## src/rtl/core/usqt_pkg.sv

```systemverilog
// ----------------------------------------------------------------------------
// usqt_pkg - shared types and constants of the UV-sphere quad tessellator
// Payload structs, queue entry, state types, register indexes and the
// CORDIC constant set.
// ----------------------------------------------------------------------------
package usqt_pkg;

	typedef struct packed {
		logic [10:0] theta_step;
		logic [9:0]  phi_step;
	} req_t;

	typedef struct packed {
		logic signed [31:0] pos_x;
		logic signed [31:0] pos_y;
		logic signed [31:0] pos_z;
		logic signed [15:0] norm_x;
		logic signed [15:0] norm_y;
		logic signed [15:0] norm_z;
		logic [16:0]        tex_u;
		logic [16:0]        tex_v;
		logic signed [15:0] face_x;
		logic signed [15:0] face_y;
		logic signed [15:0] face_z;
		logic               last_vertex;
	} vtx_t;

	// angles in units of pi/65536, texture coordinates in Q1.16
	typedef struct packed {
		logic [17:0] ang_th0;
		logic [17:0] ang_th1;
		logic [17:0] ang_ph0;
		logic [17:0] ang_ph1;
		logic [16:0] tex_u0;
		logic [16:0] tex_u1;
		logic [16:0] tex_v0;
		logic [16:0] tex_v1;
	} qent_t;

	typedef enum logic [1:0] {
		F_IDLE,
		F_START,
		F_WAIT,
		F_PUSH
	} front_state_t;

	typedef enum logic [3:0] {
		B_IDLE,
		B_CLOAD,
		B_CITER,
		B_CSTORE,
		B_MUL,
		B_SUM,
		B_SQ,
		B_ISQRT,
		B_DSTART,
		B_DWAIT,
		B_POS,
		B_OUT
	} back_state_t;

	localparam logic [2:0] CFG_CENTER_X = 3'd0;
	localparam logic [2:0] CFG_CENTER_Y = 3'd1;
	localparam logic [2:0] CFG_CENTER_Z = 3'd2;
	localparam logic [2:0] CFG_RADIUS   = 3'd3;
	localparam logic [2:0] CFG_STEPS    = 3'd4;

	// front divisions, in issue order
	localparam logic [2:0] DIV_TH0 = 3'd0;
	localparam logic [2:0] DIV_TH1 = 3'd1;
	localparam logic [2:0] DIV_PH0 = 3'd2;
	localparam logic [2:0] DIV_PH1 = 3'd3;
	localparam logic [2:0] DIV_U0  = 3'd4;
	localparam logic [2:0] DIV_U1  = 3'd5;

	localparam logic [31:0] PI_Q30   = 32'd3373259426;
	localparam logic [33:0] GAIN_Q30 = 34'd652032875;
	localparam int          CORDIC_MAX_ITERS = 24;

	function automatic logic [31:0] atan_q30(input logic [4:0] i);
		logic [31:0] r;
		case (i)
			5'd0:    r = 32'd843314857;
			5'd1:    r = 32'd497837829;
			5'd2:    r = 32'd263043837;
			5'd3:    r = 32'd133525159;
			5'd4:    r = 32'd67021687;
			5'd5:    r = 32'd33543516;
			5'd6:    r = 32'd16775851;
			5'd7:    r = 32'd8388437;
			5'd8:    r = 32'd4194283;
			5'd9:    r = 32'd2097149;
			5'd10:   r = 32'd1048576;
			5'd11:   r = 32'd524288;
			5'd12:   r = 32'd262144;
			5'd13:   r = 32'd131072;
			5'd14:   r = 32'd65536;
			5'd15:   r = 32'd32768;
			5'd16:   r = 32'd16384;
			5'd17:   r = 32'd8192;
			5'd18:   r = 32'd4096;
			5'd19:   r = 32'd2048;
			5'd20:   r = 32'd1024;
			5'd21:   r = 32'd512;
			5'd22:   r = 32'd256;
			5'd23:   r = 32'd128;
			default: r = 32'd0;
		endcase
		return r;
	endfunction

endpackage

```

## src/rtl/core/usqt_div.sv

```systemverilog
// ----------------------------------------------------------------------------
// usqt_div - radix-2 restoring divider
// One quotient bit a cycle; the quotient must fit in QUO_W bits.
// ----------------------------------------------------------------------------
module usqt_div #(
	parameter int NUM_W = 28,
	parameter int DEN_W = 12,
	parameter int QUO_W = 18
) (
	input  logic             clk,
	input  logic             arst_n,
	input  logic             start,
	input  logic [NUM_W-1:0] num,
	input  logic [DEN_W-1:0] den,
	output logic             done,
	output logic [QUO_W-1:0] quo
);

	localparam int CNT_W = $clog2(QUO_W + 1);

	logic             busy_q, done_q;
	logic [CNT_W-1:0] cnt_q;
	logic [DEN_W-1:0] rem_q, den_q;
	logic [QUO_W-1:0] sh_q;
	logic [DEN_W:0]   trial;
	logic             ge;

	assign trial = {rem_q, sh_q[QUO_W-1]};
	assign ge    = trial >= {1'b0, den_q};

	always_ff @(posedge clk or negedge arst_n) begin
		if (!arst_n) begin
			busy_q <= 1'b0;
			done_q <= 1'b0;
			cnt_q  <= '0;
		end else begin
			done_q <= 1'b0;
			if (start) begin
				busy_q <= 1'b1;
				cnt_q  <= CNT_W'(QUO_W);
			end else if (busy_q) begin
				cnt_q <= cnt_q - 1'b1;
				if (cnt_q == CNT_W'(1)) begin
					busy_q <= 1'b0;
					done_q <= 1'b1;
				end
			end
		end
	end

	always_ff @(posedge clk) begin
		if (start) begin
			rem_q <= DEN_W'(num >> QUO_W);
			sh_q  <= num[QUO_W-1:0];
			den_q <= den;
		end else if (busy_q) begin
			rem_q <= ge ? DEN_W'(trial - {1'b0, den_q}) : trial[DEN_W-1:0];
			sh_q  <= {sh_q[QUO_W-2:0], ge};
		end
	end

	assign done = done_q;
	assign quo  = sh_q;

	a_no_restart: assert property (@(posedge clk) disable iff (!arst_n)
		start |-> !busy_q)
		else $error("divider started while busy");

endmodule

```

## src/rtl/core/usqt_front.sv

```systemverilog
// ----------------------------------------------------------------------------
// usqt_front - request intake and angle classification
// Clamps the quad indexes, works out the four angles and texture
// coordinates with one shared divider, and queues the result.
// ----------------------------------------------------------------------------
module usqt_front (
	input  logic            clk,
	input  logic            arst_n,
	input  logic [10:0]     res,
	input  logic            req_valid,
	output logic            req_ready,
	input  usqt_pkg::req_t  req,
	output logic            push,
	output usqt_pkg::qent_t push_data,
	input  logic            full
);

	usqt_pkg::front_state_t state_q, state_d;

	logic [10:0] t_q;
	logic [9:0]  p_q;
	logic [2:0]  di_q;
	usqt_pkg::qent_t ent_q;

	logic [11:0] lim_t, s;
	logic [10:0] lim_p, t_c;
	logic [9:0]  p_c;
	logic [27:0] num;
	logic [11:0] den;
	logic        div_start, div_done;
	logic [17:0] quo;

	assign lim_t = {res, 1'b0} - 12'd1;
	assign lim_p = res - 11'd1;
	assign t_c   = ({1'b0, req.theta_step} > lim_t) ? lim_t[10:0] : req.theta_step;
	assign p_c   = ({1'b0, req.phi_step} > lim_p) ? lim_p[9:0] : req.phi_step;

	always_comb begin
		if (di_q == usqt_pkg::DIV_PH0 || di_q == usqt_pkg::DIV_PH1)
			s = {2'b00, p_q} + {11'd0, di_q[0]};
		else
			s = {1'b0, t_q} + {11'd0, di_q[0]};
		num = {s, 16'd0} + (di_q[2] ? {17'd0, res} : {18'd0, res[10:1]});
		den = di_q[2] ? {res, 1'b0} : {1'b0, res};
	end

	usqt_div #(.NUM_W(28), .DEN_W(12), .QUO_W(18)) u_div (
		.clk    (clk),
		.arst_n (arst_n),
		.start  (div_start),
		.num    (num),
		.den    (den),
		.done   (div_done),
		.quo    (quo)
	);

	always_ff @(posedge clk or negedge arst_n) begin
		if (!arst_n) state_q <= usqt_pkg::F_IDLE;
		else         state_q <= state_d;
	end

	always_comb begin
		state_d   = state_q;
		req_ready = 1'b0;
		div_start = 1'b0;
		push      = 1'b0;
		unique case (state_q)
			usqt_pkg::F_IDLE: begin
				req_ready = 1'b1;
				if (req_valid) state_d = usqt_pkg::F_START;
			end
			usqt_pkg::F_START: begin
				div_start = 1'b1;
				state_d   = usqt_pkg::F_WAIT;
			end
			usqt_pkg::F_WAIT: begin
				if (div_done)
					state_d = (di_q == usqt_pkg::DIV_U1) ? usqt_pkg::F_PUSH
						: usqt_pkg::F_START;
			end
			usqt_pkg::F_PUSH: begin
				if (!full) begin
					push    = 1'b1;
					state_d = usqt_pkg::F_IDLE;
				end
			end
			default: state_d = usqt_pkg::F_IDLE;
		endcase
	end

	always_ff @(posedge clk) begin
		if (state_q == usqt_pkg::F_IDLE && req_valid) begin
			t_q  <= t_c;
			p_q  <= p_c;
			di_q <= usqt_pkg::DIV_TH0;
		end else if (state_q == usqt_pkg::F_WAIT && div_done) begin
			di_q <= di_q + 3'd1;
			unique case (di_q)
				usqt_pkg::DIV_TH0: ent_q.ang_th0 <= quo;
				usqt_pkg::DIV_TH1: ent_q.ang_th1 <= quo;
				usqt_pkg::DIV_PH0: begin
					ent_q.ang_ph0 <= quo;
					ent_q.tex_v0  <= 17'd65536 - quo[16:0];
				end
				usqt_pkg::DIV_PH1: begin
					ent_q.ang_ph1 <= quo;
					ent_q.tex_v1  <= 17'd65536 - quo[16:0];
				end
				usqt_pkg::DIV_U0: ent_q.tex_u0 <= quo[16:0];
				usqt_pkg::DIV_U1: ent_q.tex_u1 <= quo[16:0];
				default: ;
			endcase
		end
	end

	assign push_data = ent_q;

endmodule

```

## config.mk

```make
export PLATFORM = sky130hd
export DESIGN_NAME = usqt_front
export DESIGN_NICKNAME = d
export VERILOG_FILES = /design/src/rtl/core/usqt_pkg.sv /design/src/rtl/core/usqt_div.sv /design/src/rtl/core/usqt_front.sv
export SDC_FILE = /design/constraint.sdc
export NUM_CORES = 1
export LEC_CHECK = 0
export BUFFER_PORTS_ARGS = -buffer_cell sky130_fd_sc_hd__buf_2
export CAP_MARGIN = 0
export CORE_ASPECT_RATIO = 1.1
export CORE_MARGIN = 3
export CORE_UTILIZATION = 60
export DETAILED_ROUTE_END_ITERATION = 10
export PLACE_DENSITY = 0.85
export SYNTH_ARGS = -nofsm -noshare
export SYNTH_HDL_FRONTEND = slang
export SYNTH_HIERARCHICAL = 1
export SYNTH_SLANG_ARGS = --single-unit
export TNS_END_PERCENT = 5
```

## constraint.sdc

```tcl
create_clock -name clk -period 4.7 [get_ports clk]
set_clock_uncertainty 0.15 [all_clocks]
set_input_delay 0.47 -clock clk [delete_from_list [all_inputs] [get_ports clk]]
set_output_delay 0.47 -clock clk [all_outputs]
set_load 0.05 [all_outputs]
```

==> results by stage <==
STA:
- Setup violations remaining at the end of the flow were counted as 0.
- Setup repair after global routing left no endpoint under its margin.
- The worst-case headroom to the max-slew limit is ~26%.
- The number of failing hold endpoints at the final stage came to 0.
- The tightest hold path in the finished design has a slack of 0.164 ns.
- Adding up every negative setup slack in the final design gives 0 ns.
- The final critical-path required period is roughly 3.6 ns.
- Dividing the final minimum period by the clock period gives between 70% and 80%.
- The transition time at the pin with the least slew margin is around 1.1 ns.
- The max-slew violation count is 0.
- Timing would allow up to between 200 and 300 MHz.

Drt:
- After detailed routing, the number of vias per cell comes to 5.98.
- For this block, the initial DRC count from the detailed router was about 640.
- The count of unresolved DRC violations after routing is 0.
- The final layout contains routed wiring with a total length of 23.3 mm.
- Summing over every cut layer, the via total after detailed routing is approximately 6400.
- The average routed wire per standard cell is ~22 µm.
- The first-pass detailed-route iteration total is 5.
- The number of routed nets with antenna violations is 0.

Cells and area:
- Registers take 6300 µm².
- The post-route netlist has a little under a third of its cells at a drive strength greater than 1.
- The area added between synthesis and finish is 18.0%.
- The antenna diode count is 0.
- After filler insertion, the fill cell instance count of the layout stands at 939.
- In the final layout, the multi-input gates occupy a little over 3000 µm².
- The post-route cell area is 11300 µm².
- The final layout contains 945 nets.

Pwr:
- For this design the ratio of total power to cell area is 325 nW/µm².
- The leakage power of the design is 4.36 nW.
- The largest voltage drop on the vdd net is 0.345 mV.

Worst setup path:
- The capture instance of the worst register-to-register path is u_div/rem_q[7].
- By startpoint and endpoint, the worst setup path is classified as primary input to flop.
- The data arrival time at the worst-slack endpoint is 3.63 ns.
- At the worst endpoint, the required time is 4.77 ns.
- The worst-case register-to-register setup slack is 1.55 ns.
- STA classifies the critical path startpoint as a primary input.
- Of all nets on the critical path, the largest fanout is 9.
- Measured in cells, the most critical reg-to-reg path has a length of 7.
- STA classifies the critical path endpoint as a flop.
- The origin of the critical flop-to-flop path is u_div/rem_q[5].

Logic synthesis:
- In this run the mean area of a mapped cell was about 14 µm².
- The cell area after synthesis is 9600 µm².
- The most common cell in the netlist is sky130_fd_sc_hd__edfxtp_1.
- After synthesis, the netlist uses 69 different library cells.
- The top cell type by area accounts for 62.2% of the synthesized area.
- Ranked by total cell area, the synthesized netlist is headed by sky130_fd_sc_hd__edfxtp_1 (62%), sky130_fd_sc_hd__ha_1 (5.3%), sky130_fd_sc_hd__mux2_2 (4.8%).
- The register area share after synthesis is 65.6%.
- The cell type with the largest total area after synthesis is sky130_fd_sc_hd__edfxtp_1.
- The post-synthesis instance total is between 600 and 700.
- For this run, the number of Yosys warnings is 6.
- In this run, synthesis produced a sequential element count of 213.
- The proportion of synthesized flip-flops having asynchronous set or reset is approximately 4.2%.
- After synthesis, the most frequently instantiated cells are sky130_fd_sc_hd__edfxtp_1 (199), sky130_fd_sc_hd__nand2_1 (51), sky130_fd_sc_hd__ha_1 (41), sky130_fd_sc_hd__mux2_2 (41), sky130_fd_sc_hd__nor2_1 (38).
- Counting flops with a built-in enable in the synthesized netlist gives roughly 200.
- The primary flip-flop cell chosen by synthesis mapping is sky130_fd_sc_hd__edfxtp_1.

Global routing:
- The total routing resource utilization after global routing is 26.4%.
- The final global-route overflow total is 0.
- The number of antenna violations at the first check in global routing is 0.
- The largest net degree at the start of global routing is 52.
- The first global-routing pass estimated 36.9 mm of wire.
- The via count of the first global-routing pass is 6600.

Clock network:
- The depth of the CTS H-tree is 1.
- In this run, post-CTS repair resized a total of 0 instances.
- The number of buffers inserted by hold repair at cts is 1.
- The deepest clock path buffer count is 3.
- TritonCTS created 21 clock buffers.
- The CTS sink count is 213.
- Clock-pin slew was measured on the worst setup and hold paths at 0.06 ns.
- TritonCTS built the clock tree.
- The clock latency on the worst-skew pair is 0.48 ns.
- Once the clock tree was built, the setup fixing pass inserted 0 buffers.
- The root buffer cell chosen for the clock tree is sky130_fd_sc_hd__clkbuf_16.

Job:
- The number of maximum-capacitance constraint violations is 0.

Min path:
- The worst hold path passes through 2 cells.
- The path with the worst hold slack has its endpoint at t_q[0].
- The startpoint identified for the worst hold timing path is req[10].
- The min-delay analysis places its worst path in the category primary input to flop.

Placed design:
- The post-detailed-placement cell area is 10700 µm².
- Detailed placement ended at an HPWL of about 17 mm.
- The final weighted congestion in routability-driven placement is around 0.94.
- The total of buffers placed on input and output ports is 177.

Floorplan:
- The number of standard-cell rows in the floorplan is 47.
- The count of boundary I/O pins is 178.
- The die is 127 µm wide.
- The die boundary height is 139 µm.
- The core outline area is 15300 µm².
- The die footprint is 17600 µm².
- The initial core utilization is 62.6%.

Status:
- The run finished with clean final reports.
## state kept, by name (all words and copies together) (netlist names), 2 cells and up
signal       count
u_div/den_q     12
state_q          2
di_q             3
t_q             11
u_div/quo       18
u_div/cnt_q      5
p_q             10
u_div/rem_q     12
push_data      138
## cell families (layout without fill, tap and decap cells)
| family | after synthesis | in the layout | synth area share [%] |
|---|---|---|---|
| AO/OA/AOI/OAI | 94 | 94 | 7.30 |
| XOR/XNOR | 49 | 49 | 4.47 |
| adder cells (fa/ha/maj) | 42 | 42 | 5.55 |
| buffers and inverters | 56 | 257 | 2.40 |
| flip-flops | 213 | 213 | 65.6 |
| multiplexers | 48 | 48 | 5.55 |
| other | 1 | 5 | 0.0391 |
| AND/OR/NAND/NOR | 173 | 173 | 9.08 |
## worst max path at each step
stage                       from     end  slack, ns  depth (start not counted)
after floorplan           res[5]  p_q[2]       1.35                         12
after global placement    res[0]  t_q[7]       0.86                         13
after detailed placement  res[0]  t_q[8]       0.73                         13
after CTS                 res[0]  t_q[8]       1.20                         13
after global routing      res[0]  t_q[5]       0.90                         13
final                     res[0]  t_q[5]       1.14                         13
## metal layers
metal  global-route usage (%)  part of all wire [%]
met5                        0                     0
met4                     5.59                   2.1
met3                     3.66                   6.6
met2                     48.2                    54
met1                     33.7                    38
## area by class of cell
| type | count | area share [%] |
|---|---|---|
| flip-flops and latches | 213 | 55.6 |
| clock buffers | 28 | 4.96 |
| well taps | 196 | 2.16 |
| repair buffers | 182 | 8.17 |
| inverters | 38 | 1.26 |
| clock inverters | 9 | 0.453 |
| multi-input cells | 411 | 27.4 |
## through the flow
step / worst slack, ns / cells / util, % / power, mW
2_1_floorplan: 1.35 / 680 / - / 2.16
3_3_place_gp: 0.865 / 1039 / 69.8 / 2.21
3_5_place_dp: 0.728 / 1039 / 69.8 / 2.22
4_1_cts: 1.20 / 1077 / 73.8 / 3.70
5_1_grt: 0.900 / 1077 / 73.8 / 3.79
6_report: 1.14 / 1077 / 73.8 / 3.69
## worst max-delay path, stage by stage
cell and delay, ns:
sky130_fd_sc_hd__buf_2 0.14, sky130_fd_sc_hd__inv_1 0.13, sky130_fd_sc_hd__ha_1 0.31, sky130_fd_sc_hd__nand2_1 0.11, sky130_fd_sc_hd__xnor2_1 0.38, sky130_fd_sc_hd__inv_1 0.12, sky130_fd_sc_hd__ha_1 0.30, sky130_fd_sc_hd__a211oi_1 0.24
sky130_fd_sc_hd__nor2_1 0.08, sky130_fd_sc_hd__a2111oi_0 0.40, sky130_fd_sc_hd__a311oi_1 0.15, sky130_fd_sc_hd__o211ai_4 0.39, sky130_fd_sc_hd__mux2_2 0.40
## cells in the final DEF, fill, tap and decap left out, drive strengths merged, types with 23 or more instances in the layout
cell type	synthesis	layout
nor2	38	38
nand2	51	51
inv	37	38
mux2	42	42
xor2	23	23
xnor2	26	26
buf	8	181
clkbuf	10	28
ha	41	41
edfxtp	199	199
## power by group
group | internal [mW] | switching [mW]
Combinational | 0.0565 | 0.0770
Clock | 0.843 | 0.661
Sequential | 2.05 | 0
Total | 2.95 | 0.738
(Power assumes the default switching activity.)
