## config.mk

```make
export PLATFORM = sky130hd
export DESIGN_NAME = usqt_fifo
export DESIGN_NICKNAME = d
export VERILOG_FILES = /design/src/rtl/core/usqt_pkg.sv /design/src/rtl/core/usqt_fifo.sv
export SDC_FILE = /design/constraint.sdc
export NUM_CORES = 1
export LEC_CHECK = 0
export ABC_AREA = 1
export BUFFER_PORTS_ARGS = -buffer_cell sky130_fd_sc_hd__buf_2
export CAP_MARGIN = 40
export CORE_ASPECT_RATIO = 0.7
export CORE_UTILIZATION = 35
export CTS_CLUSTER_DIAMETER = 30
export DETAILED_ROUTE_END_ITERATION = 10
export GPL_TIMING_DRIVEN = 0
export MAX_ROUTING_LAYER = met4
export PLACE_DENSITY_LB_ADDON = 0.2
export SYNTH_ARGS = -nofsm -noshare
export SYNTH_HDL_FRONTEND = slang
export SYNTH_SLANG_ARGS = --single-unit
```

## constraint.sdc

```tcl
create_clock -name clk -period 8.54 [get_ports clk]
set_input_delay 1.708 -clock clk [delete_from_list [all_inputs] [get_ports clk]]
set_output_delay 1.708 -clock clk [all_outputs]
set_load 0.01 [all_outputs]
```

## src/rtl/core/usqt_pkg.sv

```systemverilog
// ----------------------------------------------------------------------------
// usqt_pkg - shared types and constants of the UV-sphere quad tessellator
// Payload structs, queue entry, state types, register indexes and the
// CORDIC constant set.
// ----------------------------------------------------------------------------
package usqt_pkg;

	typedef struct packed {
		logic [10:0] theta_step;
		logic [9:0]  phi_step;
	} req_t;

	typedef struct packed {
		logic signed [31:0] pos_x;
		logic signed [31:0] pos_y;
		logic signed [31:0] pos_z;
		logic signed [15:0] norm_x;
		logic signed [15:0] norm_y;
		logic signed [15:0] norm_z;
		logic [16:0]        tex_u;
		logic [16:0]        tex_v;
		logic signed [15:0] face_x;
		logic signed [15:0] face_y;
		logic signed [15:0] face_z;
		logic               last_vertex;
	} vtx_t;

	// angles in units of pi/65536, texture coordinates in Q1.16
	typedef struct packed {
		logic [17:0] ang_th0;
		logic [17:0] ang_th1;
		logic [17:0] ang_ph0;
		logic [17:0] ang_ph1;
		logic [16:0] tex_u0;
		logic [16:0] tex_u1;
		logic [16:0] tex_v0;
		logic [16:0] tex_v1;
	} qent_t;

	typedef enum logic [1:0] {
		F_IDLE,
		F_START,
		F_WAIT,
		F_PUSH
	} front_state_t;

	typedef enum logic [3:0] {
		B_IDLE,
		B_CLOAD,
		B_CITER,
		B_CSTORE,
		B_MUL,
		B_SUM,
		B_SQ,
		B_ISQRT,
		B_DSTART,
		B_DWAIT,
		B_POS,
		B_OUT
	} back_state_t;

	localparam logic [2:0] CFG_CENTER_X = 3'd0;
	localparam logic [2:0] CFG_CENTER_Y = 3'd1;
	localparam logic [2:0] CFG_CENTER_Z = 3'd2;
	localparam logic [2:0] CFG_RADIUS   = 3'd3;
	localparam logic [2:0] CFG_STEPS    = 3'd4;

	// front divisions, in issue order
	localparam logic [2:0] DIV_TH0 = 3'd0;
	localparam logic [2:0] DIV_TH1 = 3'd1;
	localparam logic [2:0] DIV_PH0 = 3'd2;
	localparam logic [2:0] DIV_PH1 = 3'd3;
	localparam logic [2:0] DIV_U0  = 3'd4;
	localparam logic [2:0] DIV_U1  = 3'd5;

	localparam logic [31:0] PI_Q30   = 32'd3373259426;
	localparam logic [33:0] GAIN_Q30 = 34'd652032875;
	localparam int          CORDIC_MAX_ITERS = 24;

	function automatic logic [31:0] atan_q30(input logic [4:0] i);
		logic [31:0] r;
		case (i)
			5'd0:    r = 32'd843314857;
			5'd1:    r = 32'd497837829;
			5'd2:    r = 32'd263043837;
			5'd3:    r = 32'd133525159;
			5'd4:    r = 32'd67021687;
			5'd5:    r = 32'd33543516;
			5'd6:    r = 32'd16775851;
			5'd7:    r = 32'd8388437;
			5'd8:    r = 32'd4194283;
			5'd9:    r = 32'd2097149;
			5'd10:   r = 32'd1048576;
			5'd11:   r = 32'd524288;
			5'd12:   r = 32'd262144;
			5'd13:   r = 32'd131072;
			5'd14:   r = 32'd65536;
			5'd15:   r = 32'd32768;
			5'd16:   r = 32'd16384;
			5'd17:   r = 32'd8192;
			5'd18:   r = 32'd4096;
			5'd19:   r = 32'd2048;
			5'd20:   r = 32'd1024;
			5'd21:   r = 32'd512;
			5'd22:   r = 32'd256;
			5'd23:   r = 32'd128;
			default: r = 32'd0;
		endcase
		return r;
	endfunction

endpackage

```

## src/rtl/core/usqt_fifo.sv

```systemverilog
// ----------------------------------------------------------------------------
// usqt_fifo - two-entry queue between front and back
// Holds classified quads so that each side stalls on its own.
// ----------------------------------------------------------------------------
module usqt_fifo (
	input  logic           clk,
	input  logic           arst_n,
	input  logic           push,
	input  usqt_pkg::qent_t push_data,
	output logic           full,
	input  logic           pop,
	output usqt_pkg::qent_t pop_data,
	output logic           empty
);

	usqt_pkg::qent_t ent_q [2];
	logic            wr_ptr_q, rd_ptr_q;
	logic [1:0]      count_q;

	assign full     = count_q == 2'd2;
	assign empty    = count_q == 2'd0;
	assign pop_data = ent_q[rd_ptr_q];

	always_ff @(posedge clk or negedge arst_n) begin
		if (!arst_n) begin
			wr_ptr_q <= 1'b0;
			rd_ptr_q <= 1'b0;
			count_q  <= 2'd0;
		end else begin
			if (push) wr_ptr_q <= ~wr_ptr_q;
			if (pop)  rd_ptr_q <= ~rd_ptr_q;
			count_q <= count_q + {1'b0, push} - {1'b0, pop};
		end
	end

	always_ff @(posedge clk) begin
		if (push) ent_q[wr_ptr_q] <= push_data;
	end

	a_push_full: assert property (@(posedge clk) disable iff (!arst_n)
		push |-> !full)
		else $error("push into full queue");
	a_pop_empty: assert property (@(posedge clk) disable iff (!arst_n)
		pop |-> !empty)
		else $error("pop from empty queue");

endmodule

```

==> out/metrics.yaml, run 1 <==
postSynthAreaPerCell_um2: 14.0
synthMostInstantiatedCell: "edfxtp_1"
die_width_um: 210
tightest_slew_ps: 679
ctsHoldBuffers: 0
drt_iter0_drc: 293
critPathCaptureType: "primary output"
peakVddDrop_v: 0.000199
rsz0062_at_grt: "no"
synth_top_area_share_pct: 79.5
syn-num-nets: 902
clk_pin_slew_worst_paths_ps: 50
cts_buffers: 51
antenna_left: 0
fin_worst_skew_ps: 16.4
worstHoldPathType: "register to register"
drc: 0
setup_viol: 0
syn_area_mm2: 0.0106
cts_tree: "built"
cts_root_buf: "clkbuf_16"
tns_ps: 0
async_reset_ff_share_pct: 1.41
start_kind: "register"
fmax_ghz: 0.274
synthCells: 756
final_hold_viol_count: 0
core_area_mm2: 0.0293
drt-pass1-iter-count: 4
period_needed_ps: 3650
via_per_inst: 4.34
arrival_ps: 1940
synth_seq_area_share_pct: 80.5
drive_gt1_share_pct: 35.1
port_buffers: 285
reg2reg_slack_ps: 6650
status: "finished clean"
finish.utilization_pct: 49.2
boundaryPins: 286
synth_area_leaders: "edfxtp_1, inv_1, nand2_1"
holdWs_ps: 553
grt_usage_pct: 16.4
ys_types: 14
grt_pass1_wl_um: 37200
h-tree-depth: 2
path_class: "register to primary output"
yosys.area.top_type: "edfxtp_1"
synth_edf_count: 280
via_count: 6642
antenna_found_initial: 8
cts_max_path_buffers: 3
fp.dieArea_mm2: 0.0309
critPathSlowestCell: "clkbuf_1"
dp_hpwl_um: 16300
ys_ff_latch: 284
syn2layout_area_growth_pct: 36.3
pre_cts_slack_ps: 5180
place.gp.congestion: 0.740
cts_resized: 0
cp_common_cell: "buf_2"
wl_per_cell_um: 16.0
p_leak_uw: 0.00618
rows: 52
clkLatencyLatePin_ps: 550
die_h_um: 147
overflow: 0
power_density_mw_per_mm2: 373
setup_ws_ps: 4890
critPathMaxFanout: 10
path_cells: "buf_2 > clkbuf_1 > o21ai_0 > buf_2"
wl_um: 24500
start_util_pct: 36.1
nets: 1247
yosys-top-cells-count: "edfxtp_1, inv_1, nand2_1"
path_buf_inv: 3
ys_warn_count: 0
maxCapViolations: 0
fillers: 2628
postCtsSetupRepairBufs: 0
max_slew_margin_pct: 54.7
finalCritPeriodShare_pct: 42.7
grt_max_degree: 78
slew_violations: 0
grt_pass1_vias: 6639
required_ps: 6830
max_stage_delay_ps: 430
clock_sinks: 284
path_delay_family: "buffers and inverters"
synth_ff_type: "edfxtp_1"
## power breakdown
group | switching, uW | internal (uW)
Combinational | 948 | 501
Sequential | 56.8 | 1850
Clock | 685 | 1340
Total | 1690 | 3690
## state kept, by name (all words and copies together) (netlist names)
name and count:
count_q 2, ent_q 280, wr_ptr_q 1, rd_ptr_q 1
## worst paths after layout
path                                      start                      to  cells after the start
hold reg to reg            wr_ptr_q$_DFFE_PN0P_    wr_ptr_q$_DFFE_PN0P_                      1
max in group asynchronous                arst_n    rd_ptr_q$_DFFE_PN0P_                      1
setup / recovery           rd_ptr_q$_DFFE_PN0P_            pop_data[95]                      4
hold / removal             wr_ptr_q$_DFFE_PN0P_    wr_ptr_q$_DFFE_PN0P_                      1
min in group asynchronous                arst_n    count_q[0]$_DFF_PN0_                      1
setup reg to reg           wr_ptr_q$_DFFE_PN0P_  ent_q[1][81]$_DFFE_PP_                      3
## metal layers
layer	vias to the layer above	wire [um]	GRT usage, %
met5	-	0	-
met4	0	442	5.40
met1	3084	11100	21.0
met2	231	10800	24.2
met3	41	2120	5.95
li1	3286	-	-
## metrics by stage
stage | instances | total power (uW) | cell area [um^2]
2_1_floorplan | 756 | 2740 | 10600
4_1_cts | 1522 | 5470 | 14400
3_5_place_dp | 1426 | 3420 | 12600
5_1_grt | 1529 | 5670 | 14400
3_3_place_gp | 1419 | 3450 | 12500
6_report | 1530 | 5380 | 14400
## placed cells by master (no fill, tap or decap)
master	synthesis	layout
buf_12	0	4
buf_16	0	3
buf_2	10	295
buf_4	1	1
buf_6	10	10
bufinv_16	0	8
clkbuf_1	10	14
clkbuf_16	0	51
clkinv_1	0	6
clkinv_2	0	10
clkinv_4	0	2
clkinvlp_4	0	7
dfrtp_1	4	4
diode_2	0	8
edfxtp_1	280	280
ha_1	2	2
inv_1	147	146
inv_6	0	9
nand2_1	146	146
nand3_1	1	1
nor2_1	3	2
nor2_4	0	1
o21ai_0	98	98
o21ai_1	42	42
xor2_1	2	2
## kinds of logic after synthesis
group           Yosys count  synth area share, %
xor+xnor                  2                0.166
flops                   284                 80.5
simple gates            150                 5.34
compound gates          140                 6.63
fa+ha+maj                 2                0.237
buf+inv                 178                 7.18
## cell type report
type / count / area, um^2 / share of cell area, %
sequential: 284 / 8510 / 59.0
buffer: 31 / 208 / 1.44
antenna: 8 / 20.0 / 0.139
clock inverter: 41 / 453 / 3.14
inverter: 147 / 557 / 3.86
multi-input combinational: 294 / 1320 / 9.12
clock buffer: 55 / 1290 / 8.96
tap: 378 / 473 / 3.28
timing repair buffer: 292 / 1590 / 11.0
Power figures use the tool's default switching activity.
==> run 2, diff against run 1 <==
- ABC_AREA: 1 -> 0
- clock period: 8.54 -> 3.26 ns (I/O delays scaled with it)
==> run 2 against run 1 <==
  * Flip-flop and latch count did not move
  * Clock power rose by 130%
  * Sequential share of layout area rose by 0.12 points
  * Via count fell by 18%
  * Critical path depth rose by 1
  * Synthesized area rose by 0.91%
  * Die area rose by 0.90%
  * Largest cell class unchanged
==> out/metrics.yaml, run 2 <==
synth_ff_type: "edfxtp_1"
drc: 0  # unchanged
grt_usage_pct: 14.2  # -2.2 points
rsz0062_at_grt: "no"
drt-pass1-iter-count: 5  # +1
max_slew_margin_pct: 53.6  # -1.1 points
largestRegisters: "ent_q x280, count_q x2"
rr_worst_depth: 3  # unchanged
drt_iter0_drc: 165  # -44%
boundaryPins: 286  # unchanged
fp.dieArea_mm2: 0.0312  # +0.90%
wl_um: 21700  # -11%
cts_max_path_buffers: 3  # unchanged
fin_worst_skew_ps: 17.2  # +0.872 ps
power_density_mw_per_mm2: 944  # +150%
synth_edf_count: 280  # unchanged
synthMostInstantiatedCell: "edfxtp_1"
setup_viol: 0  # unchanged
min_from: "push_data[14]"
hold_end: "ent_q[1][14]$_DFFE_PP_"
maxCapViolations: 0  # unchanged
mostFrequentLayoutCells: "buf_2, edfxtp_1, mux2_4"
fin_cells: 1244  # -19%
clk_pin_slew_worst_paths_ps: 50  # about the same
start_util_pct: 35.6  # -0.52 points
dp_hpwl_um: 15200  # -7.0%
via_count: 5439  # -18%
synth_area_leaders: "edfxtp_1, mux2_4, mux2_2"
holdWs_ps: 287  # -266 ps
required_ps: 2610  # -4220 ps
slew_violations: 0  # unchanged
reg2reg_slack_ps: 1480  # -5170 ps
finalCritPeriodShare_pct: 77.6
postCtsSetupRepairBufs: 0  # unchanged
clkLatencyLatePin_ps: 550  # about the same
critPathCaptureType: "primary output"
cts_tree: "built"
largest_reg_flops: 280  # unchanged
rows: 53  # +1.9%
r2r-end: "ent_q[0][83]$_DFFE_PP_"
syn_area_mm2: 0.0107  # +0.91%
r2r_start: "wr_ptr_q$_DFFE_PN0P_"
period_needed_ps: 2530
port_buffers: 285  # unchanged
wl_per_cell_um: 17.4  # +9.0%
start_kind: "register"
grt_pass1_vias: 5992  # -9.7%
antenna_found_initial: 2  # -6
peakVddDrop_v: 0.000525  # +160%
worstHoldPathType: "input port to register"
synth_seq_area_share_pct: 79.7  # -0.73 points
via_per_inst: 4.37  # +0.71%
startpoint: "rd_ptr_q$_DFFE_PN0P_"
p_leak_uw: 0.00572  # -7.5%
path_class: "register to primary output"
postSynthAreaPerCell_um2: 23.7  # +69%
cts_resized: 0  # unchanged
regMostFlops: "ent_q"
pre_cts_slack_ps: 1040  # -4140 ps
drive_gt1_share_pct: 63.1  # +28 points
yosys-top-cells-count: "edfxtp_1, mux2_4, mux2_2"
hold_depth: 1  # unchanged
h-tree-depth: 2  # unchanged
die_h_um: 148  # +0.45%
grt_max_degree: 61  # -22%
ys_warn_count: 0  # unchanged
yosys.area.top_type: "edfxtp_1"
place.gp.congestion: 0.747  # +0.93%
synthCells: 451  # -40%
synth_top_area_share_pct: 78.8  # -0.72 points
status: "finished clean"
async_reset_ff_share_pct: 1.41  # unchanged
core_area_mm2: 0.0300  # +2.4%
ctsHoldBuffers: 1  # +1
cts_buffers: 48  # -5.9%
syn2layout_area_growth_pct: 34.8
cts_root_buf: "clkbuf_16"
nets: 941  # -25%
arrival_ps: 1880  # -60 ps
placed_cell_area_mm2: 0.0128  # +1.4%
overflow: 0  # unchanged
fmax_ghz: 0.395
critPathMaxFanout: 10  # unchanged
dp_cells: 1156  # -19%
fillers: 2549  # -3.0%
clock_sinks: 284  # unchanged
final_hold_viol_count: 0  # unchanged
grt_pass1_wl_um: 32700  # -12%
setup_ws_ps: 732  # -4160 ps
die_width_um: 211  # +0.45%
ys_types: 14  # unchanged
antenna_left: 0  # unchanged
final_cell_area_mm2: 0.0144  # -0.21%
syn-num-nets: 597  # -34%
ys_ff_latch: 284  # unchanged
tightest_slew_ps: 694  # +15.1 ps
layout_commonest_cell: "buf_2"
run 2: cells by family after synthesis:
family | count (synthesis) | synth area share, %
simple gates | 4 | 0.211
xor+xnor | 3 | 0.387
fa+ha+maj | 2 | 0.234
flops | 284 | 79.7
buf+inv | 18 | 1.50
mux | 140 | 17.9
run 2: power by group:
part | internal (uW) | total [uW] | switching (uW)
sequential | 4850 | 5010 | 165
combinational | 1950 | 3880 | 1920
clock | 3010 | 4690 | 1680
total | 9810 | 13600 | 3770
run 2: worst max path at each step:
stage | end | slack [ps]
final | pop_data[48] | 730
after global routing | pop_data[83] | 650
after CTS | pop_data[48] | 660
after detailed placement | ent_q[0][92]$_DFFE_PP_ | 1040
after global placement | ent_q[0][95]$_DFFE_PP_ | -1130
after floorplan | ent_q[0][0]$_DFFE_PP_ | 70
run 2: routing by layer:
layer | up-vias | GRT usage [%] | wire [um] | part of all wire (%)
li1 | 2512 | - | - | -
met1 | 2674 | 17.2 | 9110 | 42
met2 | 216 | 21.6 | 9950 | 46
met3 | 37 | 6.00 | 2210 | 10
met4 | 0 | 4.57 | 403 | 1.9
met5 | - | - | 0 | 0
run 2: metrics by stage:
stage | util [%] | total power [uW] | TNS [ps]
2_1_floorplan | - | 7560 | 0
3_3_place_gp | 42.1 | 8840 | -234770
3_5_place_dp | 42.8 | 9030 | 0
4_1_cts | 48.0 | 13800 | 0
5_1_grt | 48.0 | 14200 | 0
6_report | 48.0 | 13600 | 0
run 2: worst max-delay path: stages, from the launching register on:
cell,delay (ps)
dfrtp_1,330
buf_6,130
buf_8,190
buf_6,210
mux2_4,320
buf_2,150
run 2: area by class of cell:
class	instances	area [um^2]	share of cell area (%)
inverters	2	7.51	0.0522
clock buffers	52	1220	8.46
repair buffers	294	1640	11.4
well taps	412	515	3.58
plain buffers	16	153	1.06
diodes	1	2.50	0.0174
clock inverters	34	327	2.27
flip-flops and latches	284	8510	59.2
multi-input cells	149	2010	14.0
==> run 3, diff against run 2 <==
- ABC_AREA: 0 -> 1
- clock period: 3.26 -> 2.5 ns (I/O delays scaled with it)
==> run 3 against run 2 <==
  * Setup slack got worse by 580 ps
  * Cell count rose by 23%
  * Largest power group is now clock
  * Via count rose by 20%
  * Utilization rose by 1.7 points
  * Die area fell by 0.89%
  * First-iteration DRC count rose by 36%
  * Clock skew fell by 7.6 ps
  * Power rose by 36%
  * Wire length rose by 13%
  * Critical endpoint is now pop_data[67]
  * Sequential power rose by 30%
==> out/metrics.yaml, run 3 (synthesized netlist as in run 1, its figures left out) <==
dp_hpwl_um: 16900  # +11%
largest_reg_flops: 280  # unchanged
wl_per_cell_um: 16.1  # -7.6%
boundaryPins: 286  # unchanged
drive_gt1_share_pct: 35.8  # -27 points
final_hold_viol_count: 0  # unchanged
largestRegisters: "ent_q x280, count_q x2"
mostFrequentLayoutCells: "buf_2, edfxtp_1, inv_1, nand2_1, o21ai_0"
rsz0062_at_grt: "yes"
fmax_ghz: 0.426
finalCritPeriodShare_pct: 93.9
cts_tree: "built"
via_count: 6553  # +20%
path_delay_family: "buffers and inverters"
peakVddDrop_v: 0.000599  # +14%
grt_pass1_wl_um: 37200  # +14%
arrival_ps: 1850  # -30 ps
power_density_mw_per_mm2: 1270  # +35%
max_slew_margin_pct: 68.6  # +15 points
tightest_slew_ps: 471  # -223 ps
period_needed_ps: 2350
grt_pass1_vias: 6661  # +11%
cts_max_path_buffers: 3  # unchanged
h-tree-depth: 2  # unchanged
antenna_found_initial: 5  # +3
nets: 1250  # +33%
drc: 0  # unchanged
wl_um: 24500  # +13%
port_buffers: 285  # unchanged
postCtsSetupRepairBufs: 0  # unchanged
required_ps: 2000  # -610 ps
regMostFlops: "ent_q"
clk_pin_slew_worst_paths_ps: 50  # about the same
critPathMaxFanout: 10  # unchanged
path_class: "register to primary output"
clkLatencyLatePin_ps: 540  # about the same
via_per_inst: 4.30  # -1.7%
total_power_uw: 18500  # +36%
slew_violations: 0  # unchanged
worstHoldPathType: "input port to register"
grt_usage_pct: 16.5  # +2.2 points
overflow: 0  # unchanged
drt_iter0_drc: 225  # +36%
start_util_pct: 36.1  # +0.52 points
fp.dieArea_mm2: 0.0309  # -0.89%
place.gp.congestion: 0.760  # +1.8%
maxCapViolations: 0  # unchanged
p_leak_uw: 0.00624  # +9.2%
drt-pass1-iter-count: 4  # -1
path_cells: "buf_4 > buf_8 > buf_6 > nand2_1 > o21ai_0 > buf_2"
cts_buffers: 48  # unchanged
status: "finished clean"
die_h_um: 147  # -0.45%
critPathCaptureType: "primary output"
fin_worst_skew_ps: 9.65  # -7.60 ps
clock_sinks: 284  # unchanged
critPathSlowestCell: "dfrtp_1"
antenna_left: 0  # unchanged
layout_commonest_cell: "buf_2"
core_area_mm2: 0.0293  # -2.3%
grt_max_degree: 36  # -41%
syn2layout_area_growth_pct: 37.5
cts_root_buf: "clkbuf_16"
max_stage_delay_ps: 330  # about the same
path_buf_inv: 4  # unchanged
holdWs_ps: 147  # -140 ps
start_kind: "register"
setup_viol: 0  # unchanged
die_width_um: 210  # -0.45%
rows: 52  # -1.9%
-- run 3: cell count changes in the layout (fill, tap and decap cells not counted), sizes merged --
cell / before / now
o21ai: 0 / 140
and2: 1 / 0
clkbuf: 52 / 62
nand2: 0 / 146
xor3: 1 / 0
clkinv: 23 / 14
buf: 309 / 318
mux2: 140 / 0
nor2: 1 / 3
diode: 1 / 5
nor2b: 2 / 0
inv: 3 / 151
bufinv: 4 / 11
nand3: 0 / 1
-- run 3: final timing paths --
check,cells after the start,slack (ps),from,to
setup / recovery,6,150,rd_ptr_q$_DFFE_PN0P_,pop_data[67]
hold / removal,1,150,push_data[83],ent_q[1][83]$_DFFE_PP_
setup reg to reg,5,690,wr_ptr_q$_DFFE_PN0P_,ent_q[1][124]$_DFFE_PP_
hold reg to reg,3,600,count_q[1]$_DFF_PN0_,count_q[1]$_DFF_PN0_
max in group asynchronous,2,2020,arst_n,rd_ptr_q$_DFFE_PN0P_
min in group asynchronous,2,350,arst_n,count_q[0]$_DFF_PN0_
-- run 3: power breakdown --
part           internal, uW  switching, uW  total, uW  leakage (uW)
logic                  1840           3270       5100       0.00274
clock network          4710           2210       6910      0.000832
registers              6310            204       6520       0.00267
total                 12900           5680      18500       0.00624
-- run 3: layout make-up --
| class | count | area, um^2 |
|---|---|---|
| antenna | 5 | 12.5 |
| buffer | 31 | 219 |
| clock buffer | 52 | 1240 |
| clock inverter | 35 | 480 |
| fill | 2625 | 14700 |
| inverter | 147 | 568 |
| multi-input combinational | 294 | 1330 |
| sequential | 284 | 8510 |
| tap | 378 | 473 |
| timing repair buffer | 298 | 1710 |
-- run 3: what timing repair did --
| item | CTS | global route |
|---|---|---|
| setup endpoints to repair | 13 | 19 |
| hold buffers | 1 | 0 |
| cloned | 0 | 0 |
| gates resized for setup | 2 | 9 |
| endpoints found under the hold margin | 4 | 0 |
-- run 3: stage by stage --
step	setup slack (ps)	area (um^2)	TNS (ps)	instances	util, %
6_report	153	14500	0	1524	49.7
5_1_grt	0.129	14500	0	1523	49.7
4_1_cts	12.3	14500	0	1519	49.6
3_5_place_dp	400	12800	0	1431	43.7
3_3_place_gp	-2230	12500	-611220	1419	42.7
2_1_floorplan	-502	10600	-140230	756	-
-- run 3: layer usage --
layer	vias up	global-route usage (%)	wire (um)	part of all wire, %
met3	40	6.01	2130	8.7
met5	-	-	0	0
li1	3288	-	-	-
met2	213	24.5	11100	45
met1	3012	21.0	10900	44
met4	0	4.96	397	1.6
